`config.mk`:
```
export PLATFORM = sky130hd
export DESIGN_NAME = tilt_average_ascii_reporter_flat
export DESIGN_NICKNAME = d
export VERILOG_FILES = /design/src/rtl/tav_pkg.sv /design/src/rtl/tav_in_if.sv /design/src/rtl/tav_out_if.sv /design/src/rtl/tav_ram.sv /design/src/rtl/tav_avg_div.sv /design/src/rtl/tilt_average_ascii_reporter.sv /design/src/flat_wrapper.sv
export SDC_FILE = /design/constraint.sdc
export NUM_CORES = 1
export LEC_CHECK = 0
export ABC_AREA = 1
export BUFFER_PORTS_ARGS = -buffer_cell sky130_fd_sc_hd__buf_2
export CAP_MARGIN = 25
export CORE_ASPECT_RATIO = 0.8
export CORE_MARGIN = 2
export CORE_UTILIZATION = 35
export DETAILED_ROUTE_END_ITERATION = 16
export PLACE_DENSITY_LB_ADDON = 0.1
export RECOVER_POWER = 25
export SETUP_SLACK_MARGIN = 0.15
export SLEW_MARGIN = 20
export SYNTH_ARGS = -nofsm -noshare
export SYNTH_HDL_FRONTEND = slang
export SYNTH_SLANG_ARGS = --single-unit
```
`constraint.sdc`:
```
create_clock -name clk_i -period 8.5 [get_ports clk_i]
set_input_delay 0.425 -clock clk_i [delete_from_list [all_inputs] [get_ports clk_i]]
set_output_delay 0.425 -clock clk_i [all_outputs]
set_load 0.05 [all_outputs]
```
`src/rtl/tav_pkg.sv`:
```
package tav_pkg;

  typedef logic [7:0] sample_t;
  typedef logic [7:0] char_t;
  typedef logic [8:0] angle_t;
  typedef logic signed [8:0] contrib_t;

  // ASCII codes of the report line.
  localparam char_t CH_X     = 8'h78;
  localparam char_t CH_Y     = 8'h79;
  localparam char_t CH_Z     = 8'h7A;
  localparam char_t CH_EQ    = 8'h3D;
  localparam char_t CH_COMMA = 8'h2C;
  localparam char_t CH_ZERO  = 8'h30;
  localparam char_t CH_CR    = 8'h0D;
  localparam char_t CH_LF    = 8'h0A;

  // Angle scale 1.4117 as a 32-bit fraction, rounded up so that the
  // floor of the product matches the exact quotient for every byte.
  localparam int          ANGLE_FRAC   = 32;
  localparam int          ANGLE_MULT_W = 33;
  localparam logic [32:0] ANGLE_MULT   = 33'd6063205332;

  // A byte above 127 counts as byte minus 255.
  function automatic contrib_t tav_contrib(input sample_t b);
    contrib_t v;
    v = signed'({1'b0, b});
    if (b[7]) begin
      v = v - 9'sd255;
    end
    return v;
  endfunction

endpackage

```
`src/rtl/tav_in_if.sv`:
```
interface tav_in_if;
  import tav_pkg::*;

  logic    valid;
  logic    ready;
  logic    x_ready;
  logic    y_ready;
  sample_t x_sample;
  sample_t y_sample;

  modport source (output valid, x_ready, y_ready, x_sample, y_sample, input ready);
  modport sink   (input valid, x_ready, y_ready, x_sample, y_sample, output ready);
endinterface

```
`src/rtl/tav_out_if.sv`:
```
interface tav_out_if;
  import tav_pkg::*;

  logic  valid;
  logic  ready;
  char_t text_char;
  logic  line_end;

  modport source (output valid, text_char, line_end, input ready);
  modport sink   (input valid, text_char, line_end, output ready);
endinterface

```
`src/rtl/tav_ram.sv`:
```
module tav_ram #(
  parameter int WIDTH = 16,
  parameter int DEPTH = 10
) (
  input  logic                     clk_i,
  input  logic                     wr_en_i,
  input  logic [$clog2(DEPTH)-1:0] wr_addr_i,
  input  logic [WIDTH-1:0]         wr_data_i,
  input  logic                     rd_en_i,
  input  logic [$clog2(DEPTH)-1:0] rd_addr_i,
  output logic [WIDTH-1:0]         rd_data_o
);

  logic [WIDTH-1:0] mem_q [DEPTH];
  logic [WIDTH-1:0] rd_data_q;

  always_ff @(posedge clk_i) begin
    if (wr_en_i) begin
      mem_q[wr_addr_i] <= wr_data_i;
    end
    if (rd_en_i) begin
      rd_data_q <= mem_q[rd_addr_i];
    end
  end

  assign rd_data_o = rd_data_q;

endmodule

```
`src/rtl/tav_avg_div.sv`:
```
module tav_avg_div #(
  parameter int WINDOW = 10
) (
  input  logic                                     clk_i,
  input  logic                                     rst_ni,
  input  logic                                     start_i,
  input  logic signed [$clog2(127*WINDOW+1):0]     sum_i,
  output logic                                     done_o,
  output tav_pkg::sample_t                         avg_o
);
  import tav_pkg::*;

  localparam int SUM_W   = $clog2(127*WINDOW+1) + 1;
  localparam int SHIFT   = SUM_W + $clog2(WINDOW);
  localparam int RECIP_W = SUM_W + 2;
  localparam int PROD_W  = SUM_W + RECIP_W;
  // Reciprocal of WINDOW rounded up; its product gives the exact floor for
  // every dividend below 2**SUM_W.
  localparam logic [RECIP_W-1:0] RECIP = RECIP_W'(((1 << SHIFT) + WINDOW - 1) / WINDOW);

  logic              done_q;
  logic              neg_q;
  logic [SUM_W-1:0]  num_q;

  logic [SUM_W-1:0]  neg_sum;
  logic [SUM_W-1:0]  num_d;
  logic [PROD_W-1:0] prod;
  sample_t           quo;

  assign neg_sum = SUM_W'(-sum_i);
  // A negative sum rounds its magnitude up, so WINDOW - 1 is added before
  // the floor division.
  assign num_d   = sum_i[SUM_W-1] ? neg_sum + SUM_W'(WINDOW - 1) : $unsigned(sum_i);

  always_ff @(posedge clk_i or negedge rst_ni) begin
    if (!rst_ni) begin
      done_q <= 1'b0;
      neg_q  <= 1'b0;
      num_q  <= '0;
    end else begin
      done_q <= start_i;
      if (start_i) begin
        neg_q <= sum_i[SUM_W-1];
        num_q <= num_d;
      end
    end
  end

  // A negative sum folds into 255 minus its rounded-up quotient.
  assign prod   = PROD_W'(num_q) * PROD_W'(RECIP);
  assign quo    = prod[SHIFT +: 8];
  assign avg_o  = neg_q ? 8'd255 - quo : quo;
  assign done_o = done_q;

`ifndef SYNTHESIS
  a_done_after_start: assert property (@(posedge clk_i) disable iff (!rst_ni)
    start_i |=> done_q) else $error("divider result missing after start");
  a_done_only_start: assert property (@(posedge clk_i) disable iff (!rst_ni)
    !start_i |=> !done_q) else $error("divider result without a start");
  a_quo_range: assert property (@(posedge clk_i) disable iff (!rst_ni)
    done_q |-> quo <= 8'd127) else $error("quotient out of range");
  a_num_range: assert property (@(posedge clk_i) disable iff (!rst_ni)
    done_q |-> num_q < SUM_W'(128*WINDOW)) else $error("dividend out of range");
`endif

endmodule

```
`src/rtl/tilt_average_ascii_reporter.sv`:
```
// Tilt average reporter.
// The input channel in_i carries one beat per sample pair: a ready flag and a
// raw byte for the x and y axes. For each axis the held value takes the new
// byte when its flag is set, is pushed into a WINDOW-deep history kept in one
// synchronous RAM (both axes side by side, a write pointer per item), and the
// signed history sum, kept as a running total, is divided by WINDOW with a
// reciprocal multiply. The average becomes the held value and is scaled to an
// angle of 0 to 358 degrees.
// The output channel out_o sends the line "x=<a>,y=<b>,z=0\r\n", one
// character per beat, 13 to 17 beats, line_end set on the final newline.
// From an input beat to the first character the work runs in this order:
// the history read, the running-sum update, the divide by WINDOW, the angle
// scale and the decimal split, each result held in a register.
// One item is in work at a time: a new input beat is taken only after the
// last character of the line has been loaded into the output register.
// A stalled receiver holds the current character in the output register and
// the block waits; the next input beat is taken while the last character
// of a line still waits. Reset empties the history (entries not yet written
// count as zero) and clears both held values; no clearing pass is needed.
module tilt_average_ascii_reporter #(
  parameter int WINDOW = 10
) (
  input  logic      clk_i,
  input  logic      rst_ni,
  tav_in_if.sink    in_i,
  tav_out_if.source out_o
);
  import tav_pkg::*;

  localparam int SUM_W  = $clog2(127*WINDOW+1) + 1;
  localparam int PTR_W  = $clog2(WINDOW);
  localparam int PROD_W = 8 + ANGLE_MULT_W;
  localparam logic signed [SUM_W-1:0] SUM_MAX = SUM_W'(127*WINDOW);

  // Character slots of the longest line; absent digits are skipped.
  localparam logic [4:0] SL_X_CH   = 5'd0;
  localparam logic [4:0] SL_X_EQ   = 5'd1;
  localparam logic [4:0] SL_X_HUND = 5'd2;
  localparam logic [4:0] SL_X_TENS = 5'd3;
  localparam logic [4:0] SL_X_ONES = 5'd4;
  localparam logic [4:0] SL_COMMA1 = 5'd5;
  localparam logic [4:0] SL_Y_CH   = 5'd6;
  localparam logic [4:0] SL_Y_EQ   = 5'd7;
  localparam logic [4:0] SL_Y_HUND = 5'd8;
  localparam logic [4:0] SL_Y_TENS = 5'd9;
  localparam logic [4:0] SL_Y_ONES = 5'd10;
  localparam logic [4:0] SL_COMMA2 = 5'd11;
  localparam logic [4:0] SL_Z_CH   = 5'd12;
  localparam logic [4:0] SL_Z_EQ   = 5'd13;
  localparam logic [4:0] SL_Z_VAL  = 5'd14;
  localparam logic [4:0] SL_CR     = 5'd15;
  localparam logic [4:0] SL_LF     = 5'd16;

  typedef enum logic [2:0] {
    S_IDLE,
    S_UPD,
    S_DIV,
    S_SCALE,
    S_DIGIT,
    S_EMIT
  } state_e;

  typedef struct packed {
    logic [1:0] hund;
    logic [3:0] tens;
    logic [3:0] ones;
    logic       ge100;
    logic       ge10;
  } digits_t;

  function automatic digits_t split_dec(input angle_t a);
    digits_t     d;
    angle_t      r;
    logic [14:0] t;
    d.ge100 = a >= 9'd100;
    d.ge10  = a >= 9'd10;
    if (a >= 9'd300) begin
      d.hund = 2'd3;
      r      = a - 9'd300;
    end else if (a >= 9'd200) begin
      d.hund = 2'd2;
      r      = a - 9'd200;
    end else if (a >= 9'd100) begin
      d.hund = 2'd1;
      r      = a - 9'd100;
    end else begin
      d.hund = 2'd0;
      r      = a;
    end
    // Divide by ten as a multiply by 205 and a shift, exact below 1029.
    t      = 15'(r[6:0]) * 15'd205;
    d.tens = t[14:11];
    d.ones = 4'(r[6:0] - 7'(d.tens) * 7'd10);
    return d;
  endfunction

  state_e                   state_q;
  logic [PTR_W-1:0]         ptr_q;
  logic                     wrapped_q;
  logic signed [SUM_W-1:0]  x_sum_q, y_sum_q;
  logic signed [SUM_W-1:0]  x_sum_d, y_sum_d;
  sample_t                  x_held_q, y_held_q;
  sample_t                  x_new_q, y_new_q;
  angle_t                   x_angle_q, y_angle_q;
  digits_t                  x_dig_q, y_dig_q;
  logic [4:0]               slot_q;
  logic                     out_valid_q;
  char_t                    out_char_q;
  logic                     out_last_q;

  logic                     in_accept;
  logic                     out_load;
  logic [15:0]              rd_data;
  sample_t                  x_old, y_old;
  logic                     div_start;
  logic                     x_done, y_done;
  sample_t                  x_avg, y_avg;
  logic [PROD_W-1:0]        x_prod, y_prod;
  char_t                    slot_char;
  logic [4:0]               slot_next;

  assign in_accept = in_i.valid && in_i.ready;
  assign in_i.ready = state_q == S_IDLE;

  // History RAM: x in the low byte, y in the high byte. The entry at the
  // pointer is the oldest one; it is read at accept and overwritten in the
  // following cycle, and the next read comes only with the next item.
  tav_ram #(
    .WIDTH (16),
    .DEPTH (WINDOW)
  ) u_hist_ram (
    .clk_i     (clk_i),
    .wr_en_i   (state_q == S_UPD),
    .wr_addr_i (ptr_q),
    .wr_data_i ({y_new_q, x_new_q}),
    .rd_en_i   (in_accept),
    .rd_addr_i (ptr_q),
    .rd_data_o (rd_data)
  );

  // Until the pointer has wrapped once, the oldest entry was never written
  // and counts as zero.
  assign x_old = wrapped_q ? rd_data[7:0]  : 8'd0;
  assign y_old = wrapped_q ? rd_data[15:8] : 8'd0;

  assign x_sum_d = x_sum_q - SUM_W'(tav_contrib(x_old)) + SUM_W'(tav_contrib(x_new_q));
  assign y_sum_d = y_sum_q - SUM_W'(tav_contrib(y_old)) + SUM_W'(tav_contrib(y_new_q));

  assign div_start = state_q == S_UPD;

  tav_avg_div #(
    .WINDOW (WINDOW)
  ) u_x_div (
    .clk_i   (clk_i),
    .rst_ni  (rst_ni),
    .start_i (div_start),
    .sum_i   (x_sum_d),
    .done_o  (x_done),
    .avg_o   (x_avg)
  );

  tav_avg_div #(
    .WINDOW (WINDOW)
  ) u_y_div (
    .clk_i   (clk_i),
    .rst_ni  (rst_ni),
    .start_i (div_start),
    .sum_i   (y_sum_d),
    .done_o  (y_done),
    .avg_o   (y_avg)
  );

  // Angle is the top bits of the held value times the scaled constant.
  assign x_prod = PROD_W'(x_held_q) * PROD_W'(ANGLE_MULT);
  assign y_prod = PROD_W'(y_held_q) * PROD_W'(ANGLE_MULT);

  always_comb begin
    case (slot_q)
      SL_X_CH:   slot_char = CH_X;
      SL_X_EQ:   slot_char = CH_EQ;
      SL_X_HUND: slot_char = CH_ZERO + 8'(x_dig_q.hund);
      SL_X_TENS: slot_char = CH_ZERO + 8'(x_dig_q.tens);
      SL_X_ONES: slot_char = CH_ZERO + 8'(x_dig_q.ones);
      SL_COMMA1: slot_char = CH_COMMA;
      SL_Y_CH:   slot_char = CH_Y;
      SL_Y_EQ:   slot_char = CH_EQ;
      SL_Y_HUND: slot_char = CH_ZERO + 8'(y_dig_q.hund);
      SL_Y_TENS: slot_char = CH_ZERO + 8'(y_dig_q.tens);
      SL_Y_ONES: slot_char = CH_ZERO + 8'(y_dig_q.ones);
      SL_COMMA2: slot_char = CH_COMMA;
      SL_Z_CH:   slot_char = CH_Z;
      SL_Z_EQ:   slot_char = CH_EQ;
      SL_Z_VAL:  slot_char = CH_ZERO;
      SL_CR:     slot_char = CH_CR;
      default:   slot_char = CH_LF;
    endcase
  end

  // After an equals sign, jump past the leading digits that are absent.
  always_comb begin
    if (slot_q == SL_X_EQ) begin
      slot_next = x_dig_q.ge100 ? SL_X_HUND : (x_dig_q.ge10 ? SL_X_TENS : SL_X_ONES);
    end else if (slot_q == SL_Y_EQ) begin
      slot_next = y_dig_q.ge100 ? SL_Y_HUND : (y_dig_q.ge10 ? SL_Y_TENS : SL_Y_ONES);
    end else begin
      slot_next = slot_q + 5'd1;
    end
  end

  assign out_load = !out_valid_q || out_o.ready;

  always_ff @(posedge clk_i or negedge rst_ni) begin
    if (!rst_ni) begin
      state_q     <= S_IDLE;
      ptr_q       <= '0;
      wrapped_q   <= 1'b0;
      x_sum_q     <= '0;
      y_sum_q     <= '0;
      x_held_q    <= '0;
      y_held_q    <= '0;
      x_new_q     <= '0;
      y_new_q     <= '0;
      x_angle_q   <= '0;
      y_angle_q   <= '0;
      x_dig_q     <= '0;
      y_dig_q     <= '0;
      slot_q      <= SL_X_CH;
      out_valid_q <= 1'b0;
      out_char_q  <= '0;
      out_last_q  <= 1'b0;
    end else begin
      // While a line is being sent the emit state owns the output register.
      if (out_valid_q && out_o.ready && state_q != S_EMIT) begin
        out_valid_q <= 1'b0;
      end
      unique case (state_q)
        S_IDLE: begin
          if (in_accept) begin
            x_new_q <= in_i.x_ready ? in_i.x_sample : x_held_q;
            y_new_q <= in_i.y_ready ? in_i.y_sample : y_held_q;
            state_q <= S_UPD;
          end
        end
        S_UPD: begin
          x_sum_q <= x_sum_d;
          y_sum_q <= y_sum_d;
          if (ptr_q == PTR_W'(WINDOW - 1)) begin
            ptr_q     <= '0;
            wrapped_q <= 1'b1;
          end else begin
            ptr_q <= ptr_q + PTR_W'(1);
          end
          state_q <= S_DIV;
        end
        S_DIV: begin
          if (x_done) begin
            x_held_q <= x_avg;
            y_held_q <= y_avg;
            state_q  <= S_SCALE;
          end
        end
        S_SCALE: begin
          x_angle_q <= x_prod[ANGLE_FRAC +: 9];
          y_angle_q <= y_prod[ANGLE_FRAC +: 9];
          state_q   <= S_DIGIT;
        end
        S_DIGIT: begin
          x_dig_q <= split_dec(x_angle_q);
          y_dig_q <= split_dec(y_angle_q);
          slot_q  <= SL_X_CH;
          state_q <= S_EMIT;
        end
        S_EMIT: begin
          if (out_load) begin
            out_valid_q <= 1'b1;
            out_char_q  <= slot_char;
            out_last_q  <= slot_q == SL_LF;
            if (slot_q == SL_LF) begin
              state_q <= S_IDLE;
            end else begin
              slot_q <= slot_next;
            end
          end
        end
        default: state_q <= S_IDLE;
      endcase
    end
  end

  assign out_o.valid     = out_valid_q;
  assign out_o.text_char = out_char_q;
  assign out_o.line_end  = out_last_q;

`ifndef SYNTHESIS
  a_one_item: assert property (@(posedge clk_i) disable iff (!rst_ni)
    in_accept |=> !in_i.ready) else $error("second item taken while one is in work");
  a_last_is_lf: assert property (@(posedge clk_i) disable iff (!rst_ni)
    out_o.valid && out_o.line_end |-> out_o.text_char == CH_LF)
    else $error("line end flag on a character other than newline");
  a_ptr_range: assert property (@(posedge clk_i) disable iff (!rst_ni)
    ptr_q <= PTR_W'(WINDOW - 1)) else $error("history pointer out of range");
  a_sum_range: assert property (@(posedge clk_i) disable iff (!rst_ni)
    x_sum_q <= SUM_MAX && x_sum_q >= -SUM_MAX && y_sum_q <= SUM_MAX && y_sum_q >= -SUM_MAX)
    else $error("running sum outside the reachable range");
  a_div_pair: assert property (@(posedge clk_i) disable iff (!rst_ni)
    x_done == y_done) else $error("axis dividers out of step");
`endif

endmodule

```
`src/flat_wrapper.sv`:
```
// flat-port wrapper written by rule: the top's interface ports become plain ports
module tilt_average_ascii_reporter_flat import tav_pkg::*;
#(
  parameter int WINDOW = 10
)
  (clk_i, rst_ni, in_i_valid, in_i_x_ready, in_i_y_ready, in_i_x_sample, in_i_y_sample, in_i_ready, out_o_valid, out_o_text_char, out_o_line_end, out_o_ready);
  tav_in_if in_i_i ();
  tav_out_if out_o_i ();
  input  logic clk_i;
  input  logic rst_ni;
  input wire logic [$bits(in_i_i.valid)-1:0] in_i_valid;
  input wire logic [$bits(in_i_i.x_ready)-1:0] in_i_x_ready;
  input wire logic [$bits(in_i_i.y_ready)-1:0] in_i_y_ready;
  input wire logic [$bits(in_i_i.x_sample)-1:0] in_i_x_sample;
  input wire logic [$bits(in_i_i.y_sample)-1:0] in_i_y_sample;
  output wire logic [$bits(in_i_i.ready)-1:0] in_i_ready;
  output wire logic [$bits(out_o_i.valid)-1:0] out_o_valid;
  output wire logic [$bits(out_o_i.text_char)-1:0] out_o_text_char;
  output wire logic [$bits(out_o_i.line_end)-1:0] out_o_line_end;
  input wire logic [$bits(out_o_i.ready)-1:0] out_o_ready;
  assign in_i_i.valid = in_i_valid;
  assign in_i_i.x_ready = in_i_x_ready;
  assign in_i_i.y_ready = in_i_y_ready;
  assign in_i_i.x_sample = in_i_x_sample;
  assign in_i_i.y_sample = in_i_y_sample;
  assign in_i_ready = in_i_i.ready;
  assign out_o_valid = out_o_i.valid;
  assign out_o_text_char = out_o_i.text_char;
  assign out_o_line_end = out_o_i.line_end;
  assign out_o_i.ready = out_o_ready;
  tilt_average_ascii_reporter #(.WINDOW(WINDOW)) u_core (.clk_i(clk_i), .rst_ni(rst_ni), .in_i(in_i_i), .out_o(out_o_i));
endmodule
```
Yosys cells after proc, flatten, opt, wreduce, memory -nomap -nowiden
Memories as Yosys holds them, arrays and structs flattened. A register that Yosys moved wholly into a read port is not among the register bits.
Index checks and enable logic that the tools add are counted.
- RAM bits: 160
- word-level logic and storage cells: 168
- register bits after elaboration: 148
- input bits: 22
- output and inout port bits: 11
- memories: 1
- muxes and demuxes: 47
- eq/ne operators: 28
- $mul: 8
- add/subtract/negate cells: 30
- reductions and logical operators: 16
- $lt $le $gt $ge: 8
- memories (memory ; words ; width ; read ports ; clocked after Yosys merged registers in ; write ports ; line ; text):
    u_core.u_hist_ram.mem_q ; 10 ; 16 ; 1 ; 1 ; 1 ; tav_ram.sv:14 ; logic [WIDTH-1:0] mem_q [DEPTH];
- operator list (cell ; count):
    $pmux W8 S13 ; 1
    $mul A8 B31 Y39 const B ; 2
    $mux W7 ; 8
    $mux W8 ; 6
    $mul A12 B12 Y23 const B ; 2
    $eq A5 B4 Y1 const B ; 8
    $mux W9 ; 4
    $sub A8 B8 Y9 const B ; 4
    $mul A7 B8 Y15 const B ; 2
    $mux W5 ; 6
    $add A6 B4 Y7 const A ; 4
    $sub A7 B7 Y7 const B ; 4
    $add A12 B4 Y12 const B ; 2
    $add A12 B9 Y12 ; 2
    $mux W12 ; 2
    $neg A12 Y12 ; 2
    $sub A12 B9 Y12 ; 2
    $eq A5 B3 Y1 const B ; 4
    $ge A9 B4 Y1 const B ; 2
    $ge A9 B7 Y1 const B ; 2
    $ge A9 B8 Y1 const B ; 2
    $ge A9 B9 Y1 const B ; 2
    $pmux W3 S6 ; 1
    $sub A8 B8 Y8 const A ; 2
    other kinds (32) ; 61

Logic depth before layout (Yosys ltp)
Gate-level depths: netlist of the first run.
- depth in word-level cells: 8
- gate-level depth with buffers: 41

Modules after synthesis
A second synthesis of the first run with hierarchy kept.
- cells, all modules: 3734
- area total of the unflattened synthesis: 31839.3 um^2
- by module, submodules not included (module ; sequential area each (um^2) ; area an instance (um^2) ; cells an instance ; times used):
    tilt_average_ascii_reporter ; 3002.9 ; 17334.1 ; 2177 ; 1
    tav_ram ; 5285.1 ; 7293.2 ; 647 ; 1
    tav_avg_div at u_core.u_x_div ; 350.3 ; 3612.2 ; 455 ; 1
    tav_avg_div at u_core.u_y_div ; 350.3 ; 3599.7 ; 455 ; 1

Worst setup path before layout of the first run
OpenSTA, ideal clock, no wires.
- kind: reg-to-reg
- from: reg u_core.y_angle_q[3]
- to: reg u_core.y_dig_q[5] (netlist bit)
- required time: 8.376 ns
- slack: 3.067 ns
- library setup time: 0.124 ns
- stages on the path, launching flop included: 34
- arrival time: 5.309 ns
- cell sequence: dfrtp_1 inv_1 ha_1 inv_1 nor2_1 nand2_1 nand2_1 nand2_1 inv_1 o21ai_0 o22ai_1 xor2_1 inv_1 ha_1 fa_1 ha_1 inv_1 fa_1 inv_1 ha_1 inv_1 nor3_1 a211oi_1 o221a_2 nand2_1 xor2_1 fa_1 nand3b_1 nand2_1 inv_1 nand3_1 nand2_1 nand3_1 nand3_1
- word-level cells in the longest chain between the ends: 8
- elaborated cells between the ends (all ways): 13
- those cells by class: add/sub: 4; mul: 2; order compare: 3; mux: 4
- ends and longest elaborated chain (what ; line ; text):
    start, declared ; tilt_average_ascii_reporter.sv:104 ; angle_t x_angle_q, y_angle_q;
    start signal, assigned ; tilt_average_ascii_reporter.sv:264 ; y_angle_q <= y_prod[ANGLE_FRAC +: 9];
    $ge A9 B7 Y1 / $sub A7 B7 Y7 (equally long branches) ; tilt_average_ascii_reporter.sv:83, tilt_average_ascii_reporter.sv:85 ;
    $mux W7 ; tilt_average_ascii_reporter.sv:83 ; end else if (a >= 9'd100) begin
    $mux W7 ; tilt_average_ascii_reporter.sv:80 ; end else if (a >= 9'd200) begin
    $mux W7 * ; tilt_average_ascii_reporter.sv:77 ; if (a >= 9'd300) begin
    $mux W7 * ; tilt_average_ascii_reporter.sv:236 ; unique case (state_q)
    $mul A7 B8 Y15 ; tilt_average_ascii_reporter.sv:91 ; t = 15'(r[6:0]) * 15'd205;
    $mul A4 B3 Y3 ; tilt_average_ascii_reporter.sv:93 ; d.ones = 4'(r[6:0] - 7'(d.tens) * 7'd10);
    $sub A4 B4 Y4 * ; tilt_average_ascii_reporter.sv:93 ;
    end signal, assigned ; tilt_average_ascii_reporter.sv:269 ; y_dig_q <= split_dec(y_angle_q);
    end, declared ; tilt_average_ascii_reporter.sv:105 ; digits_t x_dig_q, y_dig_q;
Mark *: on every way between the ends. The rest lies on a longest branch, timed or not. The select of a mux whose other input is x is not followed.
A chain may end at the register's enable or synchronous reset.

Worst setup path in the final report of the first run
- from: reg u_core.x_angle_q[4]
- to: reg u_core.x_dig_q[5] (netlist bit)
- word-level cells in the longest chain between the ends: 8
- elaborated cells between the ends (all ways): 13
- those cells by class: add/sub: 4; mul: 2; order compare: 3; mux: 4
- ends and longest elaborated chain (what ; line ; text):
    start, declared ; tilt_average_ascii_reporter.sv:104 ;
    start signal, assigned ; tilt_average_ascii_reporter.sv:263 ; x_angle_q <= x_prod[ANGLE_FRAC +: 9];
    $ge A9 B7 Y1 / $sub A7 B7 Y7 (equally long branches) ; tilt_average_ascii_reporter.sv:83, tilt_average_ascii_reporter.sv:85 ;
    $mux W7 ; tilt_average_ascii_reporter.sv:83 ;
    $mux W7 ; tilt_average_ascii_reporter.sv:80 ;
    $mux W7 * ; tilt_average_ascii_reporter.sv:77 ;
    $mux W7 * ; tilt_average_ascii_reporter.sv:236 ;
    $mul A7 B8 Y15 ; tilt_average_ascii_reporter.sv:91 ;
    $mul A4 B3 Y3 ; tilt_average_ascii_reporter.sv:93 ;
    $sub A4 B4 Y4 * ; tilt_average_ascii_reporter.sv:93 ;
    end signal, assigned ; tilt_average_ascii_reporter.sv:268 ; x_dig_q <= split_dec(x_angle_q);
    end, declared ; tilt_average_ascii_reporter.sv:105 ;
Marks and branches as above.

==> results of run 1 <==
==> Yosys cell counts (32+ instances only) <==
cell	number	area, sq um
dfrtp_1	143	3580
edfxtp_1	176	5290
o21ai_0	211	1060
a22oi_1	33	248
ha_1	454	5680
fa_1	232	4640
nor3_1	32	160
clkbuf_1	50	188
inv_1	636	2390
nor2_1	194	728
xor2_1	53	464
a21oi_1	143	716
nand2_1	510	1910
nand3_1	220	1100
==> kinds of logic after synthesis <==
logic type      after synthesis
fa+ha+maj                   686
other cells                   1
compound gates              526
xor+xnor                     78
simple gates               1080
flops                       319
mux                           4
buf+inv                     704
==> metrics by stage <==
stage | utilization, % | instance area, sq um | setup WS [ns] | std cells | hold WS [ns]
5_1_grt | 38.9 | 33400 | 1.52 | 4592 | 0.0545
3_5_place_dp | 37.2 | 32000 | 2.19 | 4519 | 0.399
3_3_place_gp | 37.2 | 32000 | 2.22 | 4519 | 0.398
6_report | 38.9 | 33400 | 2.19 | 4592 | 0.0492
2_1_floorplan | - | 30400 | 3.07 | 3398 | 0.129
4_1_cts | 38.9 | 33400 | 2.16 | 4592 | 0.0129
==> sequential cells by signal (all words and copies together), names as in the netlist, 3 cells and up <==
| register | cells |
|---|---|
| u_core.state_q | 3 |
| u_core.ptr_q | 4 |
| u_core.y_dig_q | 12 |
| u_core.u_y_div.num_q | 12 |
| u_core.u_hist_ram.mem_q | 160 |
| u_core.u_x_div.num_q | 12 |
| u_core.x_angle_q | 9 |
| u_core.y_held_q | 8 |
| u_core.y_new_q | 8 |
| u_core.y_angle_q | 9 |
| u_core.slot_q | 5 |
| u_core.x_new_q | 8 |
| u_core.y_sum_q | 10 |
| u_core.x_dig_q | 12 |
| u_core.out_o.text_char | 7 |
| u_core.u_hist_ram.rd_data_o | 16 |
| u_core.x_sum_q | 10 |
| u_core.x_held_q | 8 |
==> timing repair <==
item / 4_1_cts / 5_1_grt
hold endpoints to repair: 38 / 0
hold buffers: 1 / 0
setup endpoints to repair: 0 / 0
==> area by class of cell <==
type	count	area, sq um	share of cell area [%]
inverter	641	2410	7.22
timing repair buffer	58	359	1.08
tap	1127	1410	4.22
multi-input combinational	2375	18900	56.6
clock inverter	27	418	1.25
sequential	319	8870	26.5
clock buffer	45	1020	3.05
==> layout by cell type (no fill, tap or decap), types with 7 or more instances in the layout <==
master	count
a21o_1	16
a21oi_1	143
a22oi_1	33
a31oi_1	19
buf_2	30
buf_4	26
bufinv_16	9
clkbuf_16	39
clkinv_2	8
dfrtp_1	141
edfxtp_1	176
fa_1	232
ha_1	454
inv_1	636
nand2_1	510
nand2_2	16
nand3_1	220
nand3b_1	10
nand4_1	31
nor2_1	182
nor2_2	17
nor3_1	29
nor4_1	11
o211ai_1	26
o21a_1	8
o21ai_0	211
o21ai_1	12
o21bai_1	7
o22ai_1	9
or2_2	27
xnor2_1	24
xor2_1	53
==> per-layer routing <==
metal	wire length [um]	vias to the layer above	part of all wire [%]
li1	-	11367	-
met1	44500	10854	55
met2	31900	337	40
met3	2950	65	3.7
met4	995	2	1.2
met5	12	-	0.015
==> worst register-to-register path, delay by kind of cell, from the launching register on <==
kind	cells	cell delay [ns]
and+or+nand+nor	14	1.60
buffers and inverters	6	0.50
xor gates and xnor gates	2	0.45
AOI/OAI and AO/OA	4	0.72
adders and majority gates	7	2.42
DFF	1	0.49
==> worst max-delay path by stage <==
stage,end,start,slack (ns),cells after the start
6_report,u_core.x_dig_q[5],u_core.x_angle_q[4],2.19,33
4_1_cts,u_core.x_dig_q[5],u_core.x_angle_q[4],2.16,33
5_1_grt,u_core.x_dig_q[5],u_core.x_angle_q[4],1.52,33
3_3_place_gp,u_core.x_dig_q[5],u_core.x_angle_q[4],2.22,33
2_1_floorplan,u_core.y_dig_q[5],u_core.y_angle_q[3],3.07,33
3_5_place_dp,u_core.x_dig_q[5],u_core.x_angle_q[4],2.19,33
==> reports/summary.txt, run 1 <==
outcome = complete, but fails checks
failing checks = max-capacitance violations, max-slew violations
placer congestion estimate = 0.818
fraction of layout cells with a size suffix above 1 = 6.18%
CTS root buffer = clkbuf_16
compound-gate portion of the synthesized area = 10.0%
DR iter-0 viols = 1348
crit-path most repeated cell = nand2_1
endpoints failing hold = 0
delay-heaviest family, CP = adder cells
crit start category = flip-flop
RSZ-0062 raised after global routing = false
post-DR vias/cell = 4.93
Final Net Count = 4142
final setup fails = 0
clock sink count = 319
Die Y = 268 um
Final HPWL DP = 63500 um
Post-CTS Setup Inserts = 0
initial antenna violation count = 1
largest net degree at the start of global routing = 60
Longest Clk Path Bufs = 3
register area share after synthesis = 29.1%
first-pass GRT wire length = 129000 um
Area growth syn-to-layout = 9.81%
f_max = 0.158 GHz
main combinational cell family by area after synthesis = adder cells
Post-Syn Area = 30400 sq um
cts repair resizes = 0
capture point of the worst reg-to-reg path = u_core.x_dig_q[5]
Reg2Reg Launch Point = u_core.x_angle_q[4]
Top FF cell, synth = edfxtp_1
period utilization = 74.2%
vias in the first global route = 22344
relative slew slack = -78.5%
grt ovf = 0
die area = 89300 sq um
#FFs+latches synth = 319
insertion delay of the later-clocked pin in the worst-skew pair = 0.60 ns
port buffer count = 31
Async S/R FF share, synth = 44.8%
hold depth = 2
highest-delay cell along the critical path = nor2_1
gr busiest metal = met1
Post-Synth Adder-Cell Area = 33.9%
critical path peak fanout = 12
max-slew violations = 41
synthesized instance count = 3398
cts bufs inserted = 39
TNS Setup = 0 ns
worst hold endpoint = u_core.out_o.valid
Final ANT Viol Nets = 0
CTS tree = built
Worst Setup End Kind = flip-flop
Worst Hold Class = in -> reg
Synth warnings = 0
CP peak stage delay = 0.56 ns
Worst-Margin Slew = 2.68 ns
clock-pin transition on the worst setup and hold timing paths = 0.05 ns
final setup skew = 0.0295 ns
mux share of post-synthesis cell area = 0.148%
met1 Use GR = 29.7%
Critical path buffers and inverters = 6
H-Tree Depth = 2
reg2reg path depth = 33
arrival time at the worst endpoint = 6.79 ns
xor and xnor area share after synthesis = 2.27%
Total GRT Usage = 18.5%
R2R Setup Slk = 2.19 ns
# rows = 96
filler cell count = 8677
unique cell type count in the Yosys netlist = 66
DRT Wirelength = 80400 um
Post-Syn Nets = 4106
hold path start = out_o_ready
diode count = 0
CP required = 8.98 ns
max-cap violations = 1
Core ar. = 85900 sq um
first drt pass iteration count = 5
Synth Area in Simple Gates = 15.6%
number of flops mapped to enable cells by yosys = 176
Die X = 334 um
Remaining DRCs = 0
Syn Area/Cell = 8.95 sq um
Setup CP Type = reg -> reg
drt wl/cell = 17.5 um
Vias = 22625
I/O Pins = 33
GR Util met2 = 26.1%
min Tclk post-route = 6.31 ns
Initial Util = 35.4%
routing usage on met3 = 2.40%
Power of run 1 is not shown: default switching activity piles up to over one toggle a cycle in this logic, so the estimate is an artifact.
==> run 2, diff against run 1 <==
- ABC_AREA: 1 -> 0
- clock period: 8.5 -> 6.6 ns (I/O delays scaled with it)
==> reports/summary.txt, run 2 <==
clock-pin transition on the worst setup and hold timing paths = 0.07 ns (+0.02 ns)
post-DR vias/cell = 4.93 (about the same)
Post-Syn Area = 28800 sq um (-5.2%)
# rows = 94 (-2.1%)
most frequent cells in the layout = 450 x ha_1, 446 x inv_1, 232 x fa_1
largest cells by area after synthesis = ha_1 20%, edfxtp_1 18%, fa_1 16%
synthesized instance count = 2713 (-20%)
DRT Wirelength = 68700 um (-15%)
vias in the first global route = 20164 (-9.8%)
failing checks = max-capacitance violations, max-slew violations
critical path peak fanout = 5 (-7)
unique cell type count in the Yosys netlist = 78 (+18%)
Hold Slack = 0.0502 ns (+0.00102 ns)
fraction of layout cells with a size suffix above 1 = 7.57% (+1.4 points)
max-cap violations = 2 (+1)
insertion delay of the later-clocked pin in the worst-skew pair = 0.59 ns (about the same)
Initial Util = 35.2% (-0.19 points)
min Tclk post-route = 6.16 ns (-0.147 ns)
Async S/R FF share, synth = 44.8% (unchanged)
Final ANT Viol Nets = 0 (unchanged)
Core ar. = 81900 sq um (-4.7%)
Commonest cells post-synth = 454 x ha_1, 449 x inv_1, 232 x fa_1, 183 x nand2_1, 176 x edfxtp_1
Worst-Margin Slew = 2.82 ns (+0.141 ns)
crit start category = flip-flop
clock sink count = 319 (unchanged)
f_max = 0.162 GHz (+2.4%)
grt ovf = 0 (unchanged)
placer congestion estimate = 0.845 (+3.3%)
DR iter-0 viols = 977 (-28%)
CP required = 7.11 ns (-1.87 ns)
diode count = 0 (unchanged)
#FFs+latches synth = 319 (unchanged)
number of flops mapped to enable cells by yosys = 176 (unchanged)
cell taking the most area after synthesis = ha_1
Final Net Count = 3471 (-16%)
CTS tree = built
cts bufs inserted = 38 (-2.6%)
Largest Register = u_core.u_hist_ram.mem_q
relative slew slack = -87.9% (-9.4 points)
final setup fails = 0 (unchanged)
Area growth syn-to-layout = 10.4%
most frequent cell after synthesis = ha_1
CTS root buffer = clkbuf_16
Die X = 325 um (-2.6%)
Total GRT Usage = 16.7% (-1.8 points)
period utilization = 93.4% (+19 points)
final setup skew = 0.0421 ns (+0.0126 ns)
RSZ-0062 raised after global routing = true
Longest Clk Path Bufs = 3 (unchanged)
pre-CTS setup slack = 0.139 ns (-2.05 ns)
largest net degree at the start of global routing = 91 (+52%)
commonest non-fill, non-tap cell in the layout = ha_1
Post-Syn Nets = 3421 (-17%)
Worst Hold Class = in -> reg
Vias = 19188 (-15%)
max-slew violations = 93 (+130%)
Worst Setup End Kind = flip-flop
outcome = complete, but fails checks
post-route worst setup slack = 0.437 ns (-1.75 ns)
Synth warnings = 0 (unchanged)
Final HPWL DP = 53600 um (-16%)
initial antenna violation count = 1 (unchanged)
port buffer count = 31 (unchanged)
endpoints failing hold = 0 (unchanged)
H-Tree Depth = 2 (unchanged)
die area = 84700 sq um (-5.1%)
max reg flops = 160 (unchanged)
drt wl/cell = 17.6 um (+0.77%)
Remaining DRCs = 0 (unchanged)
Top FF cell, synth = edfxtp_1
arrival time at the worst endpoint = 6.67 ns (-0.12 ns)
TNS Setup = 0 ns (unchanged)
Setup CP Type = reg -> reg
Syn Area/Cell = 10.6 sq um (+19%)
first drt pass iteration count = 5 (unchanged)
Die Y = 261 um (-2.6%)
top-area cell type share of the netlist area = 19.7% (+1.0 points)
first-pass GRT wire length = 112000 um (-13%)
I/O Pins = 33 (unchanged)
register area share after synthesis = 30.7% (+1.6 points)
[run 2: area by class of cell]
type / count / area [sq um]
clock buffers: 50 / 1020
multi-input cells: 1872 / 18200
repair buffers: 83 / 547
flip-flops and latches: 319 / 8870
clock inverters: 16 / 166
inverters: 449 / 1690
well taps: 1104 / 1380
fillers: 8081 / 50000
[run 2: metal layers]
layer	global-route usage (%)	vias up	part of all wire [%]	routed length, um
met5	0	-	0.019	13
met2	26.9	216	45	31000
met4	2.62	2	1.2	822
met1	24.3	9463	51	34800
met3	2.14	58	3.0	2090
li1	-	9449	-	-
[run 2: final timing paths]
path | from | to | slack (ns) | depth (start not counted)
min | in_i_y_sample[3] | u_core.y_new_q[3] | 0.05 | 3
max reg2reg | u_core.y_angle_q[3] | u_core.y_dig_q[5] | 0.44 | 26
max | u_core.y_angle_q[3] | u_core.y_dig_q[5] | 0.44 | 26
min in group asynchronous | rst_ni | u_core.y_held_q[4] | 1.19 | 2
min reg2reg | u_core.out_o.text_char[2] | u_core.out_o.text_char[2] | 0.47 | 2
max in group asynchronous | rst_ni | u_core.x_dig_q[10] | 1.43 | 4
[run 2: timing repair]
item	in CTS	in global routing
pin swaps	0	12
gates cloned	0	0
setup endpoints to repair	1	4
hold buffers	1	0
hold endpoints to repair	89	0
buffers inserted	2	13
gates resized for setup	1	35
[run 2: per-stage QoR]
step	area (sq um)	std cells	util, %
final	31800	3893	38.9
after global routing	31800	3893	38.9
after CTS	31600	3878	38.6
after detailed placement	30400	3809	37.1
after global placement	30400	3809	37.1
after floorplan	28800	2713	-
[run 2: kinds of logic (layout without fill, tap and decap cells)]
logic type      count (synthesis)  after routing  share of synthesized area, %
compound gates                457            457                          10.0
xor+xnor                      119            119                          3.76
fa+ha+maj                     686            686                          35.8
buf+inv                       522            598                          6.82
flops                         319            319                          30.7
mux                            73             73                          3.93
other cells                     1              1                        0.0130
simple gates                  536            536                          8.92
[run 2: worst max-delay path, stage by stage, from the launching register on]
cell	delay, ns
dfrtp_2	0.46
buf_4	0.16
ha_1	0.16
nor4b_2	0.15
o311a_1	0.43
nor2_4	0.18
buf_4	0.16
o21ai_1	0.06
o21ai_0	0.09
a21oi_1	0.11
xor2_1	0.24
buf_4	0.17
ha_1	0.25
fa_1	0.47
fa_1	0.47
ha_1	0.30
ha_1	0.33
a21oi_1	0.14
nor2b_1	0.07
or3_4	0.41
xor2_4	0.17
ha_2	0.18
inv_1	0.04
fa_1	0.37
xor2_1	0.17
xnor3_1	0.24
o21ai_1	0.12
Power of run 2 is left out for the same reason.
